$ cat src/sv/png_unf_pkg.sv
// Package for the PNG scanline unfilter block: item types, filter, colour mode
// and register index codes, and default sizes. No dependencies.
`default_nettype none

package png_unf_pkg;

    localparam int MAX_WIDTH_DEF = 4096;

    localparam int CFG_INDEX_W = 2;
    localparam int CFG_DATA_W  = 16;
    localparam int WIDTH_REG_W = 13;
    localparam int HEIGHT_W    = 16;
    localparam int MODE_W      = 2;
    localparam int FILTER_W    = 3;

    // register indexes
    localparam logic [CFG_INDEX_W-1:0] CFG_IMAGE_WIDTH  = 2'd0;
    localparam logic [CFG_INDEX_W-1:0] CFG_IMAGE_HEIGHT = 2'd1;
    localparam logic [CFG_INDEX_W-1:0] CFG_COLOR_MODE   = 2'd2;

    // colour modes; the fourth code is taken as RGBA
    localparam logic [MODE_W-1:0] COLOR_GRAY = 2'd0;
    localparam logic [MODE_W-1:0] COLOR_RGB  = 2'd1;
    localparam logic [MODE_W-1:0] COLOR_RGBA = 2'd2;

    // row filter types
    localparam logic [FILTER_W-1:0] FILT_NONE  = 3'd0;
    localparam logic [FILTER_W-1:0] FILT_SUB   = 3'd1;
    localparam logic [FILTER_W-1:0] FILT_UP    = 3'd2;
    localparam logic [FILTER_W-1:0] FILT_AVG   = 3'd3;
    localparam logic [FILTER_W-1:0] FILT_PAETH = 3'd4;

    localparam logic [7:0] OPAQUE = 8'hff;

    typedef struct packed {
        logic [7:0] data_byte;
        logic       image_start;
    } in_item_t;

    typedef struct packed {
        logic [7:0] red;
        logic [7:0] green;
        logic [7:0] blue;
        logic [7:0] alpha;
        logic       bad_filter;
        logic       last_pixel;
    } out_item_t;

endpackage

`default_nettype wire

$ cat src/sv/png_unf_recon.sv
// Byte reconstruction for the five PNG filter types, Paeth predictor included.
// Depends on png_unf_pkg for the filter codes.
`default_nettype none

module png_unf_recon (
    input  wire logic [png_unf_pkg::FILTER_W-1:0] filter,
    input  wire logic [7:0]                       sample,
    input  wire logic [7:0]                       left,
    input  wire logic [7:0]                       up,
    input  wire logic [7:0]                       upleft,
    output logic      [7:0]                       recon
);

    logic [8:0] sum_ab;
    logic [9:0] sum_abx;
    logic [9:0] two_c;
    logic [8:0] dist_a;
    logic [8:0] dist_b;
    logic [9:0] dist_c;
    logic [7:0] paeth;
    logic [7:0] avg;

    // |p-a| = |b-c|, |p-b| = |a-c|, |p-c| = |a+b-2c|
    always_comb begin
        sum_ab  = {1'b0, left} + {1'b0, up};
        sum_abx = {1'b0, sum_ab};
        two_c   = {1'b0, upleft, 1'b0};
        dist_a  = (up > upleft) ? {1'b0, up - upleft} : {1'b0, upleft - up};
        dist_b  = (left > upleft) ? {1'b0, left - upleft} : {1'b0, upleft - left};
        dist_c  = (sum_abx > two_c) ? (sum_abx - two_c) : (two_c - sum_abx);
        if ((dist_a <= dist_b) && ({1'b0, dist_a} <= dist_c)) begin
            paeth = left;
        end else if ({1'b0, dist_b} <= dist_c) begin
            paeth = up;
        end else begin
            paeth = upleft;
        end
        avg = sum_ab[8:1];
    end

    always_comb begin
        case (filter)
            png_unf_pkg::FILT_SUB:   recon = sample + left;
            png_unf_pkg::FILT_UP:    recon = sample + up;
            png_unf_pkg::FILT_AVG:   recon = sample + avg;
            png_unf_pkg::FILT_PAETH: recon = sample + paeth;
            default:                 recon = sample;
        endcase
    end

endmodule

`default_nettype wire

$ cat config.mk
export PLATFORM = sky130hd
export DESIGN_NAME = png_unf_recon
export DESIGN_NICKNAME = d
export VERILOG_FILES = /design/src/sv/png_unf_pkg.sv /design/src/sv/png_unf_recon.sv
export SDC_FILE = /design/constraint.sdc
export NUM_CORES = 1
export LEC_CHECK = 0
export BUFFER_PORTS_ARGS = -buffer_cell sky130_fd_sc_hd__buf_2
export CORE_MARGIN = 5
export CORE_UTILIZATION = 63
export DETAILED_ROUTE_END_ITERATION = 6
export PLACE_DENSITY = 0.93
export SLEW_MARGIN = 20
export SYNTH_ARGS = -nofsm -noshare
export SYNTH_HDL_FRONTEND = slang
export SYNTH_SLANG_ARGS = --single-unit
$ cat constraint.sdc
create_clock -name vclk -period 9.01
set_input_delay 0.4505 -clock vclk [all_inputs]
set_output_delay 0.4505 -clock vclk [all_outputs]
set_load 0.01 [all_outputs]
== After elaboration in Yosys (flattened, before gate mapping) ==
Cells that the tools add are included.

* Shift operators: 0
* Div/mod/pow operators: 0
* Add/subtract/negate cells: 11
* Magnitude comparators: 6
* Multipliers: 0
* Bitwise gates (word level): 0
* Muxes and demuxes: 6
* Eq/ne operators: 4
* Reduce and logical (&&, ||, !) cells: 1

{| class="wikitable"
|+ Operators with widths
! operator !! number
|-
| $add A8 B8 Y8 || 4
|-
| $mux W8 || 4
|-
| $pmux W8 S4 || 1
|-
| $sub A8 B8 Y8 || 4
|-
| $le A8 B10 Y1 || 2
|-
| $sub A9 B9 Y10 || 2
|-
| $gt A8 B8 Y1 || 2
|-
| $mux W10 || 1
|-
| $add A8 B8 Y9 || 1
|-
| $gt A9 B9 Y1 || 1
|-
| $le A8 B8 Y1 || 1
|-
| $eq A3 B2 Y1 const B || 2
|-
| $eq A3 B1 Y1 const B || 1
|-
| $eq A3 B3 Y1 const B || 1
|-
| $logic_and A1 B1 Y1 || 1
|}

* Word-level logic and storage cells: 28
* Latch bits: 0
* Bits in writable memories: 0
* Input port bits: 35
* Memories kept: 0
* Bits in read-only memories: 0
* Bits in registers: 0
* Output and inout port bits: 8

== Depth between registers and ports, before layout ==
* Word-level depth: 8
* Mapped depth: 40
* Gate-level depth less buffers: 37

== Least setup slack after synthesis ==
No wires, ideal clock.

* Path kind: in2out
* Start point: input port left[0]
* End point: output port recon[7]
* Stages on the path: 35
* Buffers on the path: 3
* Required time: 8.559 ns
* Path slack: 0.977 ns
* Arrival: 7.582 ns
* Path through: ha_1 -> fa_1 -> a21o_1 -> a21oi_1 -> o21bai_1 -> a2111oi_0 -> nor2_1 -> ha_1 -> clkbuf_2 -> nand3_1 -> mux2i_4 -> nand2_2 -> clkbuf_1 -> mux2i_1 -> o21ai_0 -> a21oi_1 -> xor2_1 -> ha_1 -> nand3_1 -> o31ai_1 -> a211oi_1 -> o31ai_1 -> and3_1 -> buf_2 -> o311ai_0 -> ha_1 -> a21o_1 -> a21o_1 -> a21o_1 -> a21oi_1 -> o21bai_1 -> a21oi_1 -> and4b_1 -> a22oi_1 -> o211ai_1

* Cells in the longest elaborated chain, start to end: 8
* Elaborated cells between the ends (all ways): 19
* Those cells by class: add/sub (8); order compare (5); mux (5); reduce/logical (1)

{| class="wikitable"
|+ Ends and longest elaborated chain
! item !! line !! RTL
|-
| start, declared || png_unf_recon.sv:8 || <nowiki>input wire logic [7:0] left,</nowiki>
|-
| $add A8 B8 Y9 || png_unf_recon.sv:25 || <nowiki>sum_ab = {1'b0, left} + {1'b0, up};</nowiki>
|-
| $sub A9 B9 Y10 or $gt A9 B9 Y1 (tied branches) || png_unf_recon.sv:30 || <nowiki>dist_c = (sum_abx > two_c) ? (sum_abx - two_c) : (two_c - sum_abx);</nowiki>
|-
| $mux W10 || png_unf_recon.sv:30 ||
|-
| $le A8 B10 Y1, on equally long branches || png_unf_recon.sv:33, png_unf_recon.sv:31 ||
|-
| $mux W8 or $logic_and A1 B1 Y1 (tied branches) || png_unf_recon.sv:33, png_unf_recon.sv:31 ||
|-
| $mux W8 || png_unf_recon.sv:31 || <nowiki>if ((dist_a <= dist_b) && ({1'b0, dist_a} <= dist_c)) begin</nowiki>
|-
| $add A8 B8 Y8 || png_unf_recon.sv:46 || <nowiki>png_unf_pkg::FILT_PAETH: recon = sample + paeth;</nowiki>
|-
| $pmux W8 S4 * || png_unf_recon.sv:42 || <nowiki>case (filter)</nowiki>
|-
| end, declared || png_unf_recon.sv:11 || <nowiki>output logic [7:0] recon</nowiki>
|}

Mark *: on every way between the ends. The rest lies on a longest branch, timed or not.

== Final worst setup path ==
Same ends and word-level chain as after synthesis.

==> results.yml <==
outcome:
  status: "finished, final reports clean"
layout:
  syn2layout_area_growth_pct: 8.60
  fin_util: 0.716
  final_common_cell: "ha_1"
  nClkBuffers: 0
  mostFrequentLayoutCells: "81 x ha_1, 60 x inv_1, 43 x buf_2"
  multi_input_area_mm2: 0.00345
  nets: 647
  final.fill_count: 446
  seq_cells: 0
  diodes: 0
  drive_gt1_frac: 0.162
  seqCellArea_um2: 0
critical_path:
  start_kind: "input pin"
  cp_data_arrival_time_ns: 8.04
  crit_path_start: "left[0]"
  cp_common_cell: "a21o_1"
  slowest_delay_ns: 0.44
  path_class: "in2out"
  crit_required_ns: 8.56
  cp_top_family: "compound AO/OA/AOI/OAI gates"
  cpMaxStageDelayCell: "ha_2"
  worstSetupEndpointType: "primary output"
  crit_buf_inv: 3
  crit_fanout: 13
synth:
  avgSynthCellArea_um2: 7.64
  synth.distinct_cells: 68
  syn_nets: 610
  ys_top_cells_by_area: "ha_1 28%, inv_1 6.1%, mux2i_1 6.0%"
  netlist.area_leader.share: 0.281
  yosys.area.top_type: "ha_1"
  synth.yosys.seq_area_share: 0
  syn_area_mm2: 0.00370
  synthCells: 484
  yosysWarningCount: 0
placed_design:
  post-dp-hpwl_mm: 8.63
  place_ws_ns: 0.134
  gp_congestion: 0.931
  portBuffers: 43
timing:
  hold_viol: 0
  fin_crit_ns: 8.49
  finalMaxSlewViolations: 0
  slew_headroom: 0.361
  fin_ws_ns: 0.520
  finalSetupViolCount: 0
  max_freq_ghz: 0.118
  hold_ws_ns: 1.22
  finalSetupTns_ns: 0
  rsz0062_at_grt: "no"
  min_period_over_period: 0.942
  tightest_slew_ns: 0.955
global_route:
  antenna_found_initial: 0
  grt_first_pass_wirelength_mm: 16.5
  grt_max_degree: 18
  first_global_vias: 3559
  grt-ovfl-total: 0
  grt_usage: 0.263
floorplan:
  ioPinCount: 43
  fp.dieArea_mm2: 0.00750
  die_width_um: 86.6
  start_util: 0.659
  coreArea_mm2: 0.00561
  die_h_um: 86.6
  rows: 27
detailed_routing:
  postRouteWirelength_mm: 10.1
  drtIter0Drc: 348
  drc: 0
  vias_per_cell: 6.32
  vias: 3734
  wire_per_inst_um: 17.0
  firstDrtPassIters: 5
  ant_nets: 0
hold_path:
  hold_depth: 4
  worst_hold_startpoint: "sample[6]"
  hp-class: "in2out"
  hold_path_end: "recon[6]"
clock_tree:
  hold_buffers: 0
power_and_ir_drop:
  power.density_mw_per_mm2: 158
  peakVddDrop_v: 0.000110
  p_leak_uw: 0.00205
  total_power_uw: 632
job:
  drv_cap: 0
-- report_power, final --
| group | total, uW | internal, uW | switching [uW] |
|---|---|---|---|
| clock network | 0 | 0 | 0 |
| registers | 0 | 0 | 0 |
| logic | 632 | 271 | 361 |
-- how the worst max path moves through the flow --
| stage | slack [ns] | cells after the start | end |
|---|---|---|---|
| 2_1_floorplan | 0.98 | 35 | recon[7] |
| 3_3_place_gp | 0.52 | 37 | recon[7] |
| 3_5_place_dp | 0.13 | 37 | recon[7] |
| 4_1_cts | 0.12 | 37 | recon[7] |
| 5_1_grt | 0.06 | 36 | recon[7] |
| 6_report | 0.52 | 36 | recon[7] |
-- cell families (layout without fill, tap and decap cells) --
logic type | Yosys count | after routing | share of synthesized area
buf+inv | 72 | 107 | 0.0762
xor+xnor | 29 | 29 | 0.0687
compound gates | 149 | 149 | 0.279
simple gates | 111 | 111 | 0.159
mux | 32 | 32 | 0.0931
fa+ha+maj | 91 | 91 | 0.324
-- repair_timing --
item / CTS / global route
buffers inserted: 0 / 3
endpoints found under the setup margin: 0 / 2
resized for setup: 0 / 9
-- routing by layer --
metal | GRT usage | up-vias | part of all wire
met3 | 0.0219 | 14 | 0.075
li1 | - | 1824 | -
met1 | 0.351 | 1731 | 0.44
met2 | 0.465 | 165 | 0.47
met5 | 0 | - | 0
met4 | 0.0467 | 0 | 0.015
-- metrics by stage --
stage | cells | area, um^2
finish | 591 | 4010
global route | 591 | 4010
CTS | 588 | 3950
detailed placement | 588 | 3950
global placement | 588 | 3950
floorplan | 484 | 3700
-- synth_stat cells (all sizes together), types with 2 or more instances --
master   count
a211oi       6
a21boi       2
a21o        20
a21oi       44
a31o         2
a31oi        3
and2         4
and3         5
and4         2
buf          5
clkbuf       7
fa           8
ha          83
inv         60
mux2         9
mux2i       23
nand2       36
nand3       12
nand4        9
nor2        17
nor2b        6
nor3         8
nor4         3
o2111ai      2
o211ai      12
o21a         8
o21ai       24
o21bai       4
o221ai       2
o31ai        7
o41ai        2
or2          2
or3          3
xnor2       22
xor2         7
-- tightest hold or removal path, cell delays in order --
cell	delay, ns
buf_2	0.09
nand2_1	0.04
o21ai_0	0.06
buf_2	0.13
-- final cells by class --
cell class | instances | share of cell area
multi-input combinational | 412 | 0.860
timing repair buffer | 47 | 0.0611
inverter | 60 | 0.0561
tap | 72 | 0.0224
(Power assumes the default switching activity.)
