File: config.mk
export PLATFORM = sky130hd
export DESIGN_NAME = png_unf_outq
export DESIGN_NICKNAME = d
export VERILOG_FILES = /design/src/sv/png_unf_pkg.sv /design/src/sv/png_unf_outq.sv
export SDC_FILE = /design/constraint.sdc
export NUM_CORES = 1
export LEC_CHECK = 0
export ABC_AREA = 1
export BUFFER_PORTS_ARGS = -buffer_cell sky130_fd_sc_hd__buf_2
export CAP_MARGIN = 30
export CORE_MARGIN = 8
export CORE_UTILIZATION = 30
export CTS_BUF_LIST = sky130_fd_sc_hd__clkbuf_4 sky130_fd_sc_hd__clkbuf_8
export DETAILED_ROUTE_END_ITERATION = 7
export HOLD_SLACK_MARGIN = 0.08
export RECOVER_POWER = 100
export SLEW_MARGIN = 25
export SYNTH_ARGS = -nofsm -noshare
export SYNTH_HDL_FRONTEND = slang
export SYNTH_SLANG_ARGS = --single-unit
File: constraint.sdc
create_clock -name aclk -period 3.1 [get_ports aclk]
set_clock_uncertainty 0.15 [all_clocks]
set_input_delay 0.31 -clock aclk [delete_from_list [all_inputs] [get_ports aclk]]
set_output_delay 0.31 -clock aclk [all_outputs]
set_load 0.005 [all_outputs]
File: src/sv/png_unf_pkg.sv
// Package for the PNG scanline unfilter block: item types, filter, colour mode
// and register index codes, and default sizes. No dependencies.
`default_nettype none

package png_unf_pkg;

    localparam int MAX_WIDTH_DEF = 4096;

    localparam int CFG_INDEX_W = 2;
    localparam int CFG_DATA_W  = 16;
    localparam int WIDTH_REG_W = 13;
    localparam int HEIGHT_W    = 16;
    localparam int MODE_W      = 2;
    localparam int FILTER_W    = 3;

    // register indexes
    localparam logic [CFG_INDEX_W-1:0] CFG_IMAGE_WIDTH  = 2'd0;
    localparam logic [CFG_INDEX_W-1:0] CFG_IMAGE_HEIGHT = 2'd1;
    localparam logic [CFG_INDEX_W-1:0] CFG_COLOR_MODE   = 2'd2;

    // colour modes; the fourth code is taken as RGBA
    localparam logic [MODE_W-1:0] COLOR_GRAY = 2'd0;
    localparam logic [MODE_W-1:0] COLOR_RGB  = 2'd1;
    localparam logic [MODE_W-1:0] COLOR_RGBA = 2'd2;

    // row filter types
    localparam logic [FILTER_W-1:0] FILT_NONE  = 3'd0;
    localparam logic [FILTER_W-1:0] FILT_SUB   = 3'd1;
    localparam logic [FILTER_W-1:0] FILT_UP    = 3'd2;
    localparam logic [FILTER_W-1:0] FILT_AVG   = 3'd3;
    localparam logic [FILTER_W-1:0] FILT_PAETH = 3'd4;

    localparam logic [7:0] OPAQUE = 8'hff;

    typedef struct packed {
        logic [7:0] data_byte;
        logic       image_start;
    } in_item_t;

    typedef struct packed {
        logic [7:0] red;
        logic [7:0] green;
        logic [7:0] blue;
        logic [7:0] alpha;
        logic       bad_filter;
        logic       last_pixel;
    } out_item_t;

endpackage

`default_nettype wire

File: src/sv/png_unf_outq.sv
// Two-entry result queue between the unfilter datapath and the result channel.
// Depends on png_unf_pkg for the result item type.
`default_nettype none

module png_unf_outq (
    input  wire logic                   aclk,
    input  wire logic                   aresetn,
    input  wire logic                   push,
    input  wire png_unf_pkg::out_item_t push_data,
    output logic                        full,
    output logic                        m_valid,
    input  wire logic                   m_ready,
    output png_unf_pkg::out_item_t      m_data
);

    png_unf_pkg::out_item_t ent_reg [2];
    logic       wr_ptr_reg;
    logic       wr_ptr_next;
    logic       rd_ptr_reg;
    logic       rd_ptr_next;
    logic [1:0] count_reg;
    logic [1:0] count_next;
    logic       pop;

    assign m_valid = (count_reg != 2'd0);
    assign full    = (count_reg == 2'd2);
    assign m_data  = ent_reg[rd_ptr_reg];
    assign pop     = m_valid && m_ready;

    always_comb begin
        wr_ptr_next = push ? ~wr_ptr_reg : wr_ptr_reg;
        rd_ptr_next = pop ? ~rd_ptr_reg : rd_ptr_reg;
        count_next  = count_reg;
        if (push && !pop) begin
            count_next = count_reg + 2'd1;
        end else if (pop && !push) begin
            count_next = count_reg - 2'd1;
        end
    end

    always_ff @(posedge aclk) begin
        if (!aresetn) begin
            wr_ptr_reg <= 1'b0;
            rd_ptr_reg <= 1'b0;
            count_reg  <= 2'd0;
        end else begin
            wr_ptr_reg <= wr_ptr_next;
            rd_ptr_reg <= rd_ptr_next;
            count_reg  <= count_next;
        end
    end

    always_ff @(posedge aclk) begin
        if (push) begin
            ent_reg[wr_ptr_reg] <= push_data;
        end
    end

endmodule

`default_nettype wire

After elaboration in Yosys (flattened, before gate mapping):

Memory sizes are Yosys's and may differ from the RTL's. A register that Yosys moved wholly into a read port is not among the register bits.
Cells that the tools add are included.

* register bits after elaboration: 4
* latch bits: 0
* RAM bits: 68
* memory bits (read-only): 0
* input port bits: 38
* output and inout port bits: 36
* memories kept: 1

Memories
* ent_reg: depth 2, bits a word 34, read ports 1, clocked after Yosys merged registers in 1, wr ports 1, RTL line png_unf_outq.sv:16 `png_unf_pkg::out_item_t ent_reg [2];`

* add/subtract/negate cells: 2
* multipliers: 0
* divide/modulo/power cells: 0
* order comparisons: 0
* equal/unequal tests: 1
* shift operators: 0
* multiplexer cells: 6
* bitwise gates (word level): 2
* reduce and logical (&&, ||, !) cells: 7

Operators with widths (count)
* 1-bit 2-to-1 mux: 4
* 2-bit 2-to-1 mux: 2
* 2-bit nonzero test: 2
* 1-bit logical AND: 3
* 2-bit by 1-bit adder with 2-bit output, second input constant: 1
* 2-bit equality test, second input constant: 1
* 1-bit logical NOT: 2
* 1-bit NOT: 2
* 2-bit by 1-bit subtractor with 2-bit output, second input constant: 1

Longest topological paths before layout:

* depth after elaboration: 5
* depth in mapped cells: 9
* gate-level depth less buffers: 9

Worst setup path before layout:

No wires, ideal clock.

* path kind: input port to flip-flop
* start point: in push
* end point: mem ent_reg[0][0] (netlist bit) (enable)
* arrival: 1783 ps
* data required time: 2524 ps
* slack: 742 ps
* cell stages on the path: 2
* buffers on the path: 0
* cells stage by stage: inv_1 > nor2_1

* word-level cells in the longest chain between the ends: 2

RTL lines
* start, declared: RTL line png_unf_outq.sv:8 `input wire logic push,`
* 1-bit 2-to-1 mux: RTL line png_unf_outq.sv:54 `if (push) begin`
* 1-bit 2-to-1 mux (implied by the code): RTL line png_unf_outq.sv:55 `ent_reg[wr_ptr_reg] <= push_data;`
* end, declared: RTL line png_unf_outq.sv:16

No other way between the ends.

Worst setup path in the final report:

* start point: reg wr_ptr_reg
* end point: mem ent_reg[0][17] (netlist bit) (enable)

RTL lines
* start, declared: RTL line png_unf_outq.sv:17 `logic wr_ptr_reg;`
* start signal, assigned: RTL line png_unf_outq.sv:47 `wr_ptr_reg <= wr_ptr_next;`

No word-level cell before the write port.

==> impl_results.md <==
- Routed length on met1: between 2 and 2.5 mm
- Max FFs per register: between 60 and 70
- Distinct cells, synth: 15
- Depth of the worst register-to-register path: 2
- Antenna-violating nets left: 0
- Worst R2R Setup Slack: a little under 0.7 ns
- Met3 routed wirelength: ~350 µm
- Share of layout cells above drive strength 1: 0.249
- Hold Crit Start: push
- Headroom to the max-slew limit: -0.0549
- Number of global-route vias before repair: about 1700
- Area grow syn2layout: 31.2%
- Die width: about 110 µm
- Status: finished with violations
- Commonest non-fill, non-tap cells in the layout: sky130_fd_sc_hd__edfxtp_1, sky130_fd_sc_hd__buf_2, sky130_fd_sc_hd__dlygate4sd3_1
- Element type at the critical path start: flop
- WL per Instance: 13.2 µm
- Drt first pass iters: 4
- CTS tree: built
- Utilization after layout: 0.404
- Maximum buffer depth of the clock tree: 2
- Clock tree root driver cell: sky130_fd_sc_hd__clkbuf_8
- Gpl congestion: approximately 0.65
- Origin of the critical flop-to-flop path: wr_ptr_reg
- Synthesized-area fraction occupied by ao, oa, aoi and oai cells: 0.00616
- R2R Path End: ent_reg[0][17]
- Register area: 2140 µm²
- Initial antenna violation count: 0
- Overall track demand over capacity in global routing: 0.0877
- Starting utilization of the core area: 0.308
- Destination of the worst hold path: count_reg[0]
- Proportion of synthesized area in mux cells: 0.174
- Slew Viols, Final: 19
- Routed length on met2: 2.52 mm
- Cell area after layout: ~3700 µm²
- Clock power share: 0.322
- Final-layout fill cell count: 885
- Hold Path Class: primary input to flop
- Stages on the worst setup path: 2
- Area share of the largest cell type after synthesis: 0.718
- Simple logic cell fraction of the synthesized area: 0.0264
- Leakage: approximately 1.4 nW
- Peak supply drop: approximately 0.2 mV
- Final hold viol count: 0
- Die height: 113 µm
- Area of the mapped netlist: around 2800 µm²
- Global route overflow: 0
- Worst-skew pair later-pin latency: around 0.33 ns
- Placeable Area: 9240 µm²
- Detail-routed via count per cell: roughly 3.9
- Number of placed instances, taps included: 343
- Main combinational cell family by area after synthesis: multiplexers
- CP max stage delay: ~1.2 ns
- CP required: about 3.0 ns
- Aggregate routed wire length: 5.20 mm
- Cells resized by post-CTS repair: 0
- Dominant cells by area after synthesis: sky130_fd_sc_hd__edfxtp_1, sky130_fd_sc_hd__mux2_4, sky130_fd_sc_hd__dfxtp_1
- Unrepaired setup endpoints after global routing: false
- Cell Count, Final, Fillers Out: about 400
- Power per standard cell area: roughly 570 nW/µm²
- Nets in the synthesized netlist: about 180
- Worst Hold Depth: 3
- Num Clock Sinks: 73
- H-tree levels: 3
- Fraction of power consumed by sequential logic: 0.546
- Area of the die: 12900 µm²
- Cell family with the largest share of critical-path delay: simple AND/OR/NAND/NOR gates
- Ordered list of cells on the worst path: nor2_1 > buf_4
- Category of the most critical setup path: flop to flop
- Final worst path period share: 0.781
- Violations in the final reports: max-capacitance violations, max-slew violations
- Post-detailed-placement half-perimeter wirelength: between 3 and 4 mm
- Clock slew seen by the registers of the worst setup and hold paths: roughly 0.070 ns
- Drt initial violations: 33
- Highest Clock Rate: slightly above 400 MHz
- Antenna diode count: 0
- Drt drc: 0
- Total number of vias: 1546
- Max layer used: met4
- Proportion of synthesized chip area in sequential cells: 0.753
- Endpoint kind of the worst setup timing path: flop
- Synth Area in Adders: 0.00440
- Maximum number of pins on one net before global-route repair: 21
- Number of setup buffers added after CTS: 0
- Max-cap check violation count: 1
- Data arrival time at the worst-slack endpoint: ~2.3 ns
- # nets final: 300
- Number of instances in the synthesized netlist: 142
- Net switching power: approximately 0.49 mW
- CTS buffer count: 9
- Number of setup violations in the final report: 0
- Wire length of the first global-routing pass: roughly 8.6 mm
- Worst-Margin Slew: 1.58 ns
- XOR/XNOR Fraction of Synth Area: 0
- Leading cell type in the layout, fill and taps excluded: sky130_fd_sc_hd__edfxtp_1
- Cell Int Power: roughly 1.7 mW
- Cell row count: 35
- Critical Path Slowest Stage Cell: sky130_fd_sc_hd__nor2_1
- I/O pins: 74
- Number of input and output port buffers inserted: 73
- Hold-fix buffers, CTS: 36
- Syn avg cell area: 20.0 µm²
- Crit Path Max Fanout: 18
- Final setup TNS: 0 ns
- Area taken by multi-input logic gates: about 500 µm²
- Buf/Inv on CP: 1
- Combinational share of power: 0.132
- Seq cells post-synth: 73
- Final critical-path required period: roughly 2.4 ns
- Area after detailed placement: between 3000 and 4000 µm²
- Yosys warning total: 0
- Cell taking the most area after synthesis: sky130_fd_sc_hd__edfxtp_1
- Fraction of power spent switching nets: 0.227
## final cells by class
cell class / instances / share of cell area
clock buffers: 9 / 0.0332
clock inverters: 6 / 0.0161
inverters: 8 / 0.00805
multi-input cells: 57 / 0.133
flip-flops and latches: 73 / 0.574
well taps: 129 / 0.0432
repair buffers: 112 / 0.193
## layer usage
layer	track usage	up-vias
li1	-	765
met1	0.0941	728
met2	0.142	44
met3	0.0410	9
met4	0.0453	0
met5	0	-
## power groups by stage
| stage | logic [mW] | registers (mW) | clock network [mW] |
|---|---|---|---|
| final | 0.282 | 1.17 | 0.690 |
| after global routing | 0.316 | 1.18 | 0.758 |
| after CTS | 0.346 | 1.18 | 0.719 |
| after detailed placement | 0.310 | 1.20 | 0 |
| after global placement | 0.306 | 1.19 | 0 |
| after floorplan | 0.220 | 1.18 | 0 |
## how the worst max path moves through the flow
stage / start / to / slack [ns]
after floorplan: push / ent_reg[0][0] / 0.74
after global placement: push / ent_reg[1][12] / 1.13
after detailed placement: push / ent_reg[1][12] / 1.09
after CTS: flop / m_data[27] / 0.81
after global routing: wr_ptr_reg / ent_reg[0][17] / 0.43
final: wr_ptr_reg / ent_reg[0][17] / 0.68
## cells by family after synthesis
kind of cell,after synthesis
adder cells (fa/ha/maj),1
AND/OR/NAND/NOR,19
multiplexers,34
buffers and inverters,12
flip-flops,73
AO/OA/AOI/OAI,3
## synth_stat cells
master and number:
sky130_fd_sc_hd__buf_12 3, sky130_fd_sc_hd__nand3_1 1, sky130_fd_sc_hd__a21oi_1 1, sky130_fd_sc_hd__buf_6 1
sky130_fd_sc_hd__dfxtp_1 5, sky130_fd_sc_hd__nand2_1 9, sky130_fd_sc_hd__edfxtp_1 68, sky130_fd_sc_hd__mux2_2 4
sky130_fd_sc_hd__mux2_4 30, sky130_fd_sc_hd__o21ai_0 1, sky130_fd_sc_hd__ha_1 1, sky130_fd_sc_hd__inv_1 8
sky130_fd_sc_hd__nand4_1 1, sky130_fd_sc_hd__nor2_1 8, sky130_fd_sc_hd__o21a_1 1
## metrics by stage
stage	total power [mW]	hold WS [ns]	worst slack, ns
after floorplan	1.40	0.259	0.742
after global placement	1.50	0.330	1.13
after detailed placement	1.51	0.347	1.09
after CTS	2.24	0.202	0.812
after global routing	2.25	0.221	0.428
final	2.14	0.215	0.678
## tightest hold or removal path, stage by stage
cell and delay (ns):
sky130_fd_sc_hd__buf_2 0.11, sky130_fd_sc_hd__ha_1 0.17, sky130_fd_sc_hd__a21oi_1 0.06
Power figures use the tool's default switching activity.
